===== src/rtl/pic_pkg.sv =====
// Shared types and constants of the palette index compactor.
package pic_pkg;

    localparam int IdxW  = 8;
    localparam int CntW  = 9;
    localparam int CfgAw = 2;
    localparam int CfgDw = 9;

    typedef logic [IdxW-1:0] t_idx;
    typedef logic [CntW-1:0] t_cnt;

    typedef enum logic [CfgAw-1:0] {
        CFG_TRANSP_EN  = 2'd0,
        CFG_TRANSP_IDX = 2'd1,
        CFG_OLD_COUNT  = 2'd2
    } t_cfg_reg;

    typedef struct packed {
        t_idx pixel_index;
        logic last_pixel;
    } t_pix_req;

    typedef struct packed {
        t_idx new_index;
        logic first_seen;
        t_idx original_index;
        logic index_error;
        logic frame_done;
        t_cnt colors_used;
        logic transparent_found;
        t_idx new_transparent_index;
    } t_res;

    // first-occurrence decision handed from the seen tracker to the pipeline
    typedef struct packed {
        logic first;
        t_idx nidx_new;
        t_cnt used;
    } t_seen_res;

endpackage


===== src/rtl/pic_in_if.sv =====
// Pixel request channel: valid/ready with pixel payload.
interface pic_in_if;
    logic              valid;
    logic              ready;
    pic_pkg::t_pix_req data;

    modport source (output valid, output data, input ready);
    modport sink   (input valid, input data, output ready);
endinterface


===== src/rtl/pic_out_if.sv =====
// Result channel: valid/ready with renumbered pixel payload.
interface pic_out_if;
    logic          valid;
    logic          ready;
    pic_pkg::t_res data;

    modport source (output valid, output data, input ready);
    modport sink   (input valid, input data, output ready);
endinterface


===== src/rtl/pic_map_ram.sv =====
// Old-to-new index map: one write port, one registered read port.
module pic_map_ram #(
    parameter int Depth = 256,
    parameter int Aw    = 8
) (
    input  logic              i_clk,
    input  logic              i_we,
    input  logic [Aw-1:0]     i_waddr,
    input  pic_pkg::t_idx     i_wdata,
    input  logic              i_re,
    input  logic [Aw-1:0]     i_raddr,
    output pic_pkg::t_idx     o_rdata
);

    pic_pkg::t_idx r_mem [Depth];
    pic_pkg::t_idx r_rdata;

    always_ff @(posedge i_clk) begin
        if (i_we) begin
            r_mem[i_waddr] <= i_wdata;
        end
    end

    always_ff @(posedge i_clk) begin
        if (i_re) begin
            r_rdata <= r_mem[i_raddr];
        end
    end

    assign o_rdata = r_rdata;

endmodule


===== src/rtl/pic_seen.sv =====
// Seen flags and color counter; decides first occurrence per pixel.
module pic_seen #(
    parameter int PaletteSize = 256,
    parameter int Aw          = 8
) (
    input  logic                  i_clk,
    input  logic                  i_rst_n,
    input  logic                  i_acc,
    input  logic [Aw-1:0]         i_addr,
    input  logic                  i_last,
    output pic_pkg::t_seen_res    o_res
);

    localparam int CW = $clog2(PaletteSize + 1);

    logic [PaletteSize-1:0] r_seen;
    logic [CW-1:0]          r_cnt;
    logic [CW-1:0]          n_cnt;
    logic                   w_first;

    assign w_first = ~r_seen[i_addr];

    // saturates at the palette size
    always_comb begin
        n_cnt = r_cnt;
        if (w_first && (r_cnt < CW'(PaletteSize))) begin
            n_cnt = r_cnt + 1'b1;
        end
    end

    always_ff @(posedge i_clk) begin
        if (!i_rst_n) begin
            r_seen <= '0;
            r_cnt  <= '0;
        end else if (i_acc) begin
            if (i_last) begin
                r_seen <= '0;
                r_cnt  <= '0;
            end else begin
                r_seen[i_addr] <= 1'b1;
                r_cnt          <= n_cnt;
            end
        end
    end

    assign o_res.first    = w_first;
    assign o_res.nidx_new = pic_pkg::t_idx'(r_cnt);
    assign o_res.used     = pic_pkg::t_cnt'(n_cnt);

endmodule


===== src/rtl/palette_index_compactor.sv =====
// Top level of the palette index compactor.
//
// Usage: pixels of a frame come in raster order on i_pix (valid/ready), one
// request per pixel carrying the old palette index and a last-pixel mark.
// Each request yields exactly one result on o_res: the dense new index,
// a first-seen flag, the old index and an out-of-palette flag. The result
// of the last pixel also carries the color count and the renumbered
// transparent index; the frame state is then cleared for the next frame.
// Path: an accepted request is registered in stage 1 and then in the
// output register, which drives o_res.valid. Throughput: one pixel per
// cycle while o_res is not stalled, set by the single map read per pixel
// (synchronous RAM, one read and one write port); seen flags live in flops
// and are read the cycle the request is accepted, so no forwarding is needed.
// A stalled receiver holds the output register; the middle stage then
// fills and i_pix.ready drops. Reset clears flags, counter, pipeline and
// configuration (old_color_count resets to 256); the map RAM is not
// cleared, its entries are only used once their seen flag is set.
// Configuration is written through i_cfg_we/i_cfg_idx/i_cfg_data while idle.
module palette_index_compactor #(
    parameter int PALETTE_SIZE = 256
) (
    input  logic                        i_clk,
    input  logic                        i_rst_n,
    input  logic                        i_cfg_we,
    input  logic [pic_pkg::CfgAw-1:0]   i_cfg_idx,
    input  logic [pic_pkg::CfgDw-1:0]   i_cfg_data,
    pic_in_if.sink                      i_pix,
    pic_out_if.source                   o_res
);

    localparam int AW = (PALETTE_SIZE > 1) ? $clog2(PALETTE_SIZE) : 1;

    // configuration
    logic              r_tr_en;
    pic_pkg::t_idx     r_tr_idx;
    pic_pkg::t_cnt     r_old_cnt;

    always_ff @(posedge i_clk) begin
        if (!i_rst_n) begin
            r_tr_en   <= 1'b0;
            r_tr_idx  <= '0;
            r_old_cnt <= pic_pkg::t_cnt'(256);
        end else if (i_cfg_we) begin
            unique case (i_cfg_idx)
                pic_pkg::CFG_TRANSP_EN:  r_tr_en   <= i_cfg_data[0];
                pic_pkg::CFG_TRANSP_IDX: r_tr_idx  <= i_cfg_data[7:0];
                pic_pkg::CFG_OLD_COUNT:  r_old_cnt <= i_cfg_data;
                default: ; // unused index, ignored
            endcase
        end
    end

    // handshake
    logic w_in_acc;
    logic w_adv;
    logic r_s1_vld;
    logic r_out_vld;

    assign w_adv       = ~r_out_vld | o_res.ready;
    assign i_pix.ready = ~r_s1_vld | w_adv;
    assign w_in_acc    = i_pix.valid & i_pix.ready;

    // table address: pixel index folded into the table (aliasing when small)
    logic [AW-1:0] w_addr_lut [256];
    for (genvar k = 0; k < 256; k++) begin : g_lut
        assign w_addr_lut[k] = AW'(k % PALETTE_SIZE);
    end

    logic [AW-1:0] w_addr;
    logic          w_err;
    logic          w_match;

    assign w_addr  = w_addr_lut[i_pix.data.pixel_index];
    assign w_err   = ({1'b0, i_pix.data.pixel_index} >= r_old_cnt) ||
                     ({1'b0, i_pix.data.pixel_index} >= pic_pkg::t_cnt'(PALETTE_SIZE));
    assign w_match = r_tr_en && (i_pix.data.pixel_index == r_tr_idx);

    // stage 0: first-occurrence decision, map write on first sight
    pic_pkg::t_seen_res w_seen;
    pic_pkg::t_idx      w_rdata;

    pic_seen #(
        .PaletteSize (PALETTE_SIZE),
        .Aw          (AW)
    ) u_seen (
        .i_clk   (i_clk),
        .i_rst_n (i_rst_n),
        .i_acc   (w_in_acc),
        .i_addr  (w_addr),
        .i_last  (i_pix.data.last_pixel),
        .o_res   (w_seen)
    );

    // an entry is written in the same cycle its seen flag is set, so any
    // later read that needs it sees the written value
    pic_map_ram #(
        .Depth (PALETTE_SIZE),
        .Aw    (AW)
    ) u_map (
        .i_clk   (i_clk),
        .i_we    (w_in_acc & w_seen.first),
        .i_waddr (w_addr),
        .i_wdata (w_seen.nidx_new),
        .i_re    (w_in_acc),
        .i_raddr (w_addr),
        .o_rdata (w_rdata)
    );

    // stage 1 holds the request while the map read completes
    pic_pkg::t_idx r_s1_pix;
    logic          r_s1_last;
    logic          r_s1_err;
    logic          r_s1_match;
    logic          r_s1_first;
    pic_pkg::t_idx r_s1_nidx_new;
    pic_pkg::t_cnt r_s1_used;

    always_ff @(posedge i_clk) begin
        if (!i_rst_n) begin
            r_s1_vld <= 1'b0;
        end else if (i_pix.ready) begin
            r_s1_vld <= i_pix.valid;
        end
    end

    always_ff @(posedge i_clk) begin
        if (w_in_acc) begin
            r_s1_pix      <= i_pix.data.pixel_index;
            r_s1_last     <= i_pix.data.last_pixel;
            r_s1_err      <= w_err;
            r_s1_match    <= w_match;
            r_s1_first    <= w_seen.first;
            r_s1_nidx_new <= w_seen.nidx_new;
            r_s1_used     <= w_seen.used;
        end
    end

    // transparent tracking, updated as stage 1 retires
    logic          r_tr_hit;
    pic_pkg::t_idx r_tr_new;
    pic_pkg::t_idx w_nidx;
    logic          w_hit_eff;
    pic_pkg::t_idx w_tnew_eff;
    logic          w_tfound;
    logic          w_s1_go;
    pic_pkg::t_res n_out;

    assign w_nidx     = r_s1_first ? r_s1_nidx_new : w_rdata;
    assign w_hit_eff  = r_tr_hit | r_s1_match;
    assign w_tnew_eff = r_s1_match ? w_nidx : r_tr_new;
    assign w_tfound   = r_s1_last & w_hit_eff & r_tr_en;
    assign w_s1_go    = r_s1_vld & w_adv;

    always_ff @(posedge i_clk) begin
        if (!i_rst_n) begin
            r_tr_hit <= 1'b0;
            r_tr_new <= '0;
        end else if (w_s1_go) begin
            if (r_s1_last) begin
                r_tr_hit <= 1'b0;
                r_tr_new <= '0;
            end else begin
                r_tr_hit <= w_hit_eff;
                r_tr_new <= w_tnew_eff;
            end
        end
    end

    always_comb begin
        n_out.new_index             = w_nidx;
        n_out.first_seen            = r_s1_first;
        n_out.original_index        = r_s1_pix;
        n_out.index_error           = r_s1_err;
        n_out.frame_done            = r_s1_last;
        n_out.colors_used           = r_s1_last ? r_s1_used : '0;
        n_out.transparent_found     = w_tfound;
        n_out.new_transparent_index = w_tfound ? w_tnew_eff : '0;
    end

    // output register
    pic_pkg::t_res r_out;

    always_ff @(posedge i_clk) begin
        if (!i_rst_n) begin
            r_out_vld <= 1'b0;
        end else if (w_adv) begin
            r_out_vld <= r_s1_vld;
        end
    end

    always_ff @(posedge i_clk) begin
        if (w_s1_go) begin
            r_out <= n_out;
        end
    end

    assign o_res.valid = r_out_vld;
    assign o_res.data  = r_out;

    // checks
    a_s1_fill : assert property (@(posedge i_clk) disable iff (!i_rst_n)
        w_in_acc |=> r_s1_vld)
        else $error("accepted request did not reach stage 1");

    a_s1_hold : assert property (@(posedge i_clk) disable iff (!i_rst_n)
        (r_s1_vld && !w_adv) |=> (r_s1_vld && $stable(r_s1_pix) && $stable(r_s1_last)))
        else $error("stage 1 changed while blocked");

    a_frame_fields : assert property (@(posedge i_clk) disable iff (!i_rst_n)
        (r_out_vld && !r_out.frame_done) |->
            (r_out.colors_used == '0 && !r_out.transparent_found))
        else $error("frame summary set on a non-final pixel");

    a_tnew_zero : assert property (@(posedge i_clk) disable iff (!i_rst_n)
        (r_out_vld && !r_out.transparent_found) |-> (r_out.new_transparent_index == '0))
        else $error("transparent index set without a hit");

endmodule

===== src/flat_wrapper.sv =====
// flat-port wrapper written by rule: the top's interface ports become plain ports
module palette_index_compactor_flat 
#(
    parameter int PALETTE_SIZE = 256
)
  (i_clk, i_rst_n, i_cfg_we, i_cfg_idx, i_cfg_data, i_pix_valid, i_pix_data, i_pix_ready, o_res_valid, o_res_data, o_res_ready);
  pic_in_if i_pix_i ();
  pic_out_if o_res_i ();
  input  logic i_clk;
  input  logic i_rst_n;
  input  logic i_cfg_we;
  input  logic [pic_pkg::CfgAw-1:0] i_cfg_idx;
  input  logic [pic_pkg::CfgDw-1:0] i_cfg_data;
  input wire logic [$bits(i_pix_i.valid)-1:0] i_pix_valid;
  input wire logic [$bits(i_pix_i.data)-1:0] i_pix_data;
  output wire logic [$bits(i_pix_i.ready)-1:0] i_pix_ready;
  output wire logic [$bits(o_res_i.valid)-1:0] o_res_valid;
  output wire logic [$bits(o_res_i.data)-1:0] o_res_data;
  input wire logic [$bits(o_res_i.ready)-1:0] o_res_ready;
  assign i_pix_i.valid = i_pix_valid;
  assign i_pix_i.data = i_pix_data;
  assign i_pix_ready = i_pix_i.ready;
  assign o_res_valid = o_res_i.valid;
  assign o_res_data = o_res_i.data;
  assign o_res_i.ready = o_res_ready;
  palette_index_compactor #(.PALETTE_SIZE(PALETTE_SIZE)) u_core (.i_clk(i_clk), .i_rst_n(i_rst_n), .i_cfg_we(i_cfg_we), .i_cfg_idx(i_cfg_idx), .i_cfg_data(i_cfg_data), .i_pix(i_pix_i), .o_res(o_res_i));
endmodule

===== config.mk =====
export PLATFORM = sky130hd
export DESIGN_NAME = palette_index_compactor_flat
export DESIGN_NICKNAME = d
export VERILOG_FILES = /design/src/rtl/pic_pkg.sv /design/src/rtl/pic_in_if.sv /design/src/rtl/pic_out_if.sv /design/src/rtl/pic_map_ram.sv /design/src/rtl/pic_seen.sv /design/src/rtl/palette_index_compactor.sv /design/src/flat_wrapper.sv
export SDC_FILE = /design/constraint.sdc
export NUM_CORES = 2
export LEC_CHECK = 0
export ABC_AREA = 0
export BUFFER_PORTS_ARGS = -buffer_cell sky130_fd_sc_hd__buf_2
export CORE_ASPECT_RATIO = 1.2
export CORE_MARGIN = 2
export CORE_UTILIZATION = 35
export DETAILED_ROUTE_END_ITERATION = 10
export GPL_TIMING_DRIVEN = 0
export SKIP_LAST_GASP = 1
export SLEW_MARGIN = 20
export SYNTH_ARGS = -nofsm -noshare
export SYNTH_HDL_FRONTEND = slang
export SYNTH_SLANG_ARGS = --single-unit

===== constraint.sdc =====
create_clock -name i_clk -period 5.5 [get_ports i_clk]
set_input_delay 0.275 -clock i_clk [delete_from_list [all_inputs] [get_ports i_clk]]
set_output_delay 0.275 -clock i_clk [all_outputs]
set_load 0.005 [all_outputs]

=== Yosys cells after proc, flatten, opt, wreduce, memory -nomap -nowiden ===
Memory sizes are Yosys's and may differ from the RTL's. A register that Yosys moved wholly into a read port is not among the register bits.
Index checks and enable logic that the tools add are counted.
Widths: inputs -> output; s select.

* Register bits: 360
* Memory bits (writable): 2048
* Bits in read-only memories: 2048
* Output and inout bits: 39
* Logic and storage cells: 70
* Memories: 2

{| class="wikitable"
|+ Memory list
! memory !! depth !! bits a word !! read ports !! clocked after Yosys merged registers in !! write ports !! line !! text
|-
| (name not given) || 256 || 8 || 1 || 0 || 0 || palette_index_compactor.sv:73 || <nowiki>assign w_addr = w_addr_lut[i_pix.data.pixel_index];</nowiki>
|-
| u_core.u_map.r_mem || 256 || 8 || 1 || 1 || 1 || pic_map_ram.sv:15 || <nowiki>pic_pkg::t_idx r_mem [Depth];</nowiki>
|}

* Add/subtract/negate cells: 1
* Magnitude comparators: 5
* Equal/unequal tests: 3
* Multiplexer cells: 15
* Bitwise logic cells: 13
* Reduce and logical (&&, ||, !) cells: 7

{| class="wikitable"
|+ Operator list
! cell !! number
|-
| $mux 256 || 1
|-
| $or 256x256->256 || 1
|-
| $mux 8 || 5
|-
| $mux 9 || 2
|-
| $add 9x1->9 const B || 1
|-
| $ge 8x9->1 || 1
|-
| $ge 9x9->1 const B || 1
|-
| $lt 8x9->1 const B || 1
|-
| $lt 9x9->1 const B || 1
|-
| $not 8->9 || 1
|-
| $bmux 1 s8 || 1
|-
| $demux 1 s8 || 1
|-
| $eq 8x8->1 || 1
|-
| $ge 8x1->1 const B || 1
|-
| $reduce_and 2->1 || 3
|-
| $and 1x1->1 || 5
|-
| $mux 1 || 5
|-
| $logic_and 1x1->1 || 3
|-
| $not 1->1 || 3
|-
| $or 1x1->1 || 3
|-
| $eq 2x1->1 const B || 1
|-
| $eq 2x2->1 const B || 1
|-
| $logic_not 2->1 || 1
|}

=== Longest topological paths before layout ===
* Depth in word-level cells: 10
* Gate-level depth with buffers: 15

=== By module ===
Synthesis repeated with hierarchy kept, for this count alone.

* Cells, all modules: 5183
* Area total of the unflattened synthesis: 94295.4 um2

{| class="wikitable"
|+ By module, submodules not included
! module !! instances !! cells each !! area an instance (um2) !! seq. area each (um2)
|-
| pic_map_ram || 1 || 3733 || 79636.4 || 61739.2
|-
| pic_seen || 1 || 1205 || 11026.8 || 5305.1
|-
| palette_index_compactor || 1 || 245 || 3632.2 || 2562.5
|}

=== Worst setup path after synthesis ===
Ideal clock, no wire load.

* Path type: flip-flop to flip-flop
* Start: register u_core.u_seen.r_cnt[3]
* End: register u_core.r_s1_used[7], data pin
* Library setup time: 0.418 ns
* Arrival: 4.764 ns
* Data required time: 5.082 ns
* Setup slack: 0.318 ns
* Cell stages (with the launch flop): 6
* Path buffers: 0
* Clock period less this slack: 5.182 ns
* Path through: dfxtp_1 nand2_1 nor2_1 nand2_1 nor3_1 xor2_1

* Word-level cells in the longest chain between the ends: 3
* Elaborated cells on any way between the ends: 4
* Classes of those cells: add/sub (1); order compare (1); mux (1); reduce/logical (1)

{| class="wikitable"
|+ Ends and longest elaborated chain
! element !! line !! text
|-
| from (decl) || pic_seen.sv:17 || <nowiki>logic [CW-1:0] r_cnt;</nowiki>
|-
| from (signal assigned) || pic_seen.sv:41 || <nowiki>r_cnt <= n_cnt;</nowiki>
|-
| $lt 9x9->1 || pic_seen.sv:26 || <nowiki>if (w_first && (r_cnt < CW'(PaletteSize))) begin</nowiki>
|-
| $logic_and 1x1->1 || pic_seen.sv:26 ||
|-
| $mux 9 (*) || pic_seen.sv:26 ||
|-
| named net u_core.u_seen.n_cnt[7] || pic_seen.sv:18 || <nowiki>logic [CW-1:0] n_cnt;</nowiki>
|-
| to (signal assigned) || palette_index_compactor.sv:134 || <nowiki>r_s1_used <= w_seen.used;</nowiki>
|-
| to (decl) || palette_index_compactor.sv:116 || <nowiki>pic_pkg::t_cnt r_s1_used;</nowiki>
|}

The timed path passes the listed nets; every way through them passes the cells marked *.
A chain may end at the register's enable or synchronous reset.

=== Worst setup path after layout ===
* Start: input i_pix_data[4]
* End: register u_core.u_map.r_rdata[1] (netlist: u_core.u_map.o_rdata[1]), read port of u_core.u_map.r_mem, data pin

* Word-level cells in the longest chain between the ends: 4

{| class="wikitable"
|+ Ends and longest elaborated chain
! element !! line !! text
|-
| from (decl) || flat_wrapper.sv:15 || <nowiki>input wire logic [$bits(i_pix_i.data)-1:0] i_pix_data;</nowiki>
|-
| $not 8->9 (implied by the code) || palette_index_compactor.sv:73 ||
|-
| $mem_v2 256x8 || - ||
|-
| $mux 8 (implied by the code) (2 in a row) || palette_index_compactor.sv:73 ||
|-
| to (decl) || pic_map_ram.sv:16 || <nowiki>pic_pkg::t_idx r_rdata;</nowiki>
|}

Every way passes these cells. The select of a mux whose other input is x is not followed.

==> run_results.csv <==
group,metric,value,unit
status,outcome,"complete, but fails checks",
status,violations,"hold timing, setup timing",
drt,drt_wl_total,316,mm
pwr,power_density,348,mW/mm²
place,dp.cells,8496,
critical_path,regToRegSetupSlack,0.65,ns
global_routing,grt_usage,22.7,%
hold_path,whs_path_depth,1,
timing,drv_slew,0,
critical_path,path_max_fanout,11,
global_routing,first_global_vias,50500,
synth,netlist_instances,4795,
die,die_w,476,µm
critical_path,worstPathRequired,6.02,ns
flow_run,maxCapViolations,0,
die,rows,208,
place,io_buffers,63,
synth,ys_ff_latch,2416,
layout,final_core_util,40.5,%
critical_path,rr_worst_depth,12,
global_routing,grt_overflow_total,0,
synth,synth_common_cells,"edfxtp_1, mux4_2, nor2_1",
die,start_util,35.1,%
critical_path,critical_path.top_delay_family,"buffers and inverters",
timing,rsz0062_at_grt,"yes",
drt,via_per_inst,5.83,
synth,synth_edf_count,2122,
layout,area_delta_synth_final,15.3,%
synth,synth_fp_nets,4829,
timing,skew,0.0754,ns
critical_path,worstSetupPathType,"in2reg",
clock_tree,clockBufferDepth,4,
global_routing,grt_pass1_wl,424,mm
clock_tree,htreeDepth,4,
layout,drive_gt1_share,27.0,%
timing,finalHoldViolCount,1,
synth,ys.flop_type,"edfxtp_1",
die,dieArea,0.272,mm²
layout,final_nets,5219,
clock_tree,cts_root_buffer,"clkbuf_16",
place,gp_congestion,1.01,
drt,postRouteAntennaNets,0,
synth,yosysMostFrequentCell,"edfxtp_1",
place,place_hpwl,212,mm
synth,synth_area_leaders,"edfxtp_1, mux4_2, dfxtp_1",
hold_path,hold_path_class,"in2reg",
timing,hold_ws,-0.372,ns
timing,fin_crit_sh,104,%
synth,synthArstFlopShare,0,%
drt,drc_errors,0,
synth,syn_area_per_cell,19.5,µm²
layout,final_cells,8941,
timing,period_minus_slack,5.69,ns
synth,syn_area,0.0937,mm²
synth,synth_largest_area_cell,"edfxtp_1",
hold_path,worstHoldStart,"i_pix_data[4]",
die,pin_count,64,
clock_tree,cts_buffers,230,
die,core,0.267,mm²
synth,yosysSeqAreaShare,74.3,%
clock_tree,clock_latency,0.94,ns
synth,ys_types,57,
clock_tree,cts_tree,"built",
critical_path,cp_common_cell,"buf_2",
drt,dr_wl_met2,150,mm
clock_tree,clk_pin_slew_worst_paths,0.07,ns
critical_path,reg2reg_to,"u_core.u_map.r_mem[117][6]",
critical_path,end_kind,"flip-flop",
critical_path,r2r_start,"u_core.u_seen.r_seen[108]",
die,die_y,571,µm
timing,worst_pin_slew,1.31,ns
drt,wl_met3,33.5,mm
timing,setup_viol,230,
synth,synth.top_cell.area_share,68.0,%
timing,timing.fmax,176,MHz
critical_path,critPathSlowestCell,"buf_2",
clock_tree,cts_sinks,2416,
synth,ys_warn_count,0,
critical_path,crit_chain,"buf_2 -> clkbuf_1 -> buf_2 -> buf_2 -> buf_2 -> buf_4 -> buf_2 -> clkbuf_2 -> buf_16 -> mux4_2 -> a22oi_1 -> nand2_1 -> nor3_1 -> o21ai_0",
drt,maxUsedRoutingLayer,"met5",
critical_path,critPathArrivalTime,6.21,ns
pwr,p_leak,36.4,nW
hold_path,hold_end,"u_core.r_s1_pix[3]",
drt,wl_met1,112,mm
drt,wl_per_cell,35.3,µm
clock_tree,ctsHoldBuffers,26,
drt,drt-initial-drc-count,8534,
drt,drt_pass1_iterations,8,
global_routing,antenna_found_initial,20,
critical_path,slowest_delay,0.69,ns
pwr,max-vdd-ir-drop,0.000257,V
critical_path,crit_buf_inv,9,
timing,fin_ws,-0.194,ns
critical_path,critical_path.startpoint_type,"input port",
timing,slew_headroom,11.8,%
global_routing,grt_max_degree,85,
drt,vias,52100,
[worst max path at each step]
stage | startpoint | slack, ns | to | depth (start not counted)
final | i_pix_data[4] | -0.19 | u_core.u_map.o_rdata[1] | 14
after global routing | i_pix_data[4] | -0.0008 | u_core.u_map.r_mem[157][1] | 12
after CTS | i_pix_data[4] | -0.05 | u_core.u_map.r_mem[120][5] | 13
after detailed placement | i_pix_data[2] | -1.49 | u_core.u_map.r_mem[75][7] | 15
after global placement | i_pix_data[3] | -3.26 | u_core.u_map.r_mem[158][0] | 11
after floorplan | u_core.u_seen.r_cnt[3] | 0.32 | u_core.r_s1_used[7] | 5
[per-stage QoR]
step	hold slack (ns)	total power, mW	setup slack, ns	setup TNS [ns]	cell area (µm²)
floorplan	0.374	21.0	0.318	0	93700
global placement	0.403	21.9	-3.26	-7382.70	98400
detailed placement	0.406	21.9	-1.49	-872.86	100000
CTS	-0.431	37.7	-0.0480	-0.187	108000
global route	-0.397	38.3	-0.000774	-0.00137	108000
finish	-0.372	37.6	-0.194	-15.91	108000
[kinds of logic after synthesis]
kind of cell	Yosys count	share of synthesized area, %
DFF	2416	74.3
adders and majority gates	9	0.120
buffers and inverters	325	1.64
AOI/OAI and AO/OA	402	2.47
muxes	802	17.7
xor gates and xnor gates	15	0.140
and+or+nand+nor	826	3.64
[report_power, final]
group          internal, mW  switching [mW]  total [mW]
logic                 0.550            1.26        1.81
clock network          8.99            7.03        16.0
registers              19.7          0.0265        19.8
[sequential cells by signal, indices dropped and copies added (netlist names), 9 cells and up]
signal,flops
u_core.o_res.data,37
u_core.r_old_cnt,9
u_core.r_s1_used,9
u_core.u_map.r_mem,2048
u_core.u_seen.r_cnt,9
u_core.u_seen.r_seen,256
[worst reg2reg max path, cell delays in order (launching register included)]
cell and delay, ns:
dfxtp_1 0.34, mux2i_1 0.11, a22oi_1 0.21, nand3_1 0.13, a41oi_1 0.42, a21oi_1 0.09, o211ai_1 0.37, and2_1 0.20
buf_2 0.23, nand2b_1 0.14, clkbuf_1 0.87, buf_2 0.85, nor2_1 0.52
[routing by layer]
metal | vias up | GRT usage (%)
met5 | - | 0
met4 | 14 | 12.4
met3 | 809 | 5.72
met2 | 3494 | 37.0
met1 | 27700 | 27.8
li1 | 20200 | -
[cell usage in the layout, fill, tap and decap left out, drive strengths merged, types with 11 or more instances in the layout]
cell type	n
and2	17
a22oi	53
nor3	20
mux4	681
buf	293
clkinv	81
mux2i	116
bufinv	24
nand2b	29
o21ai	11
edfxtp	2122
dfxtp	294
nor2b	11
clkbuf	422
dlygate4sd3	26
a21oi	282
nor2	613
clkinvlp	14
inv	32
nand2	71
nand3	31
[final cells by class]
class	instances	area, µm²
diodes	9	22.5
inverters	23	86.3
repair buffers	158	2020
well taps	3570	4470
fillers	23500	159000
clock buffers	281	6080
plain buffers	302	1540
clock inverters	128	1360
flip-flops and latches	2416	69600
multi-input cells	2054	22800
[timing repair]
item                       CTS  global route
resized for setup           31            18
hold endpoints to repair    40             1
pin swaps                    1             0
setup endpoints to repair  412           246
buffers inserted             1             0
(Power assumes the default switching activity.)
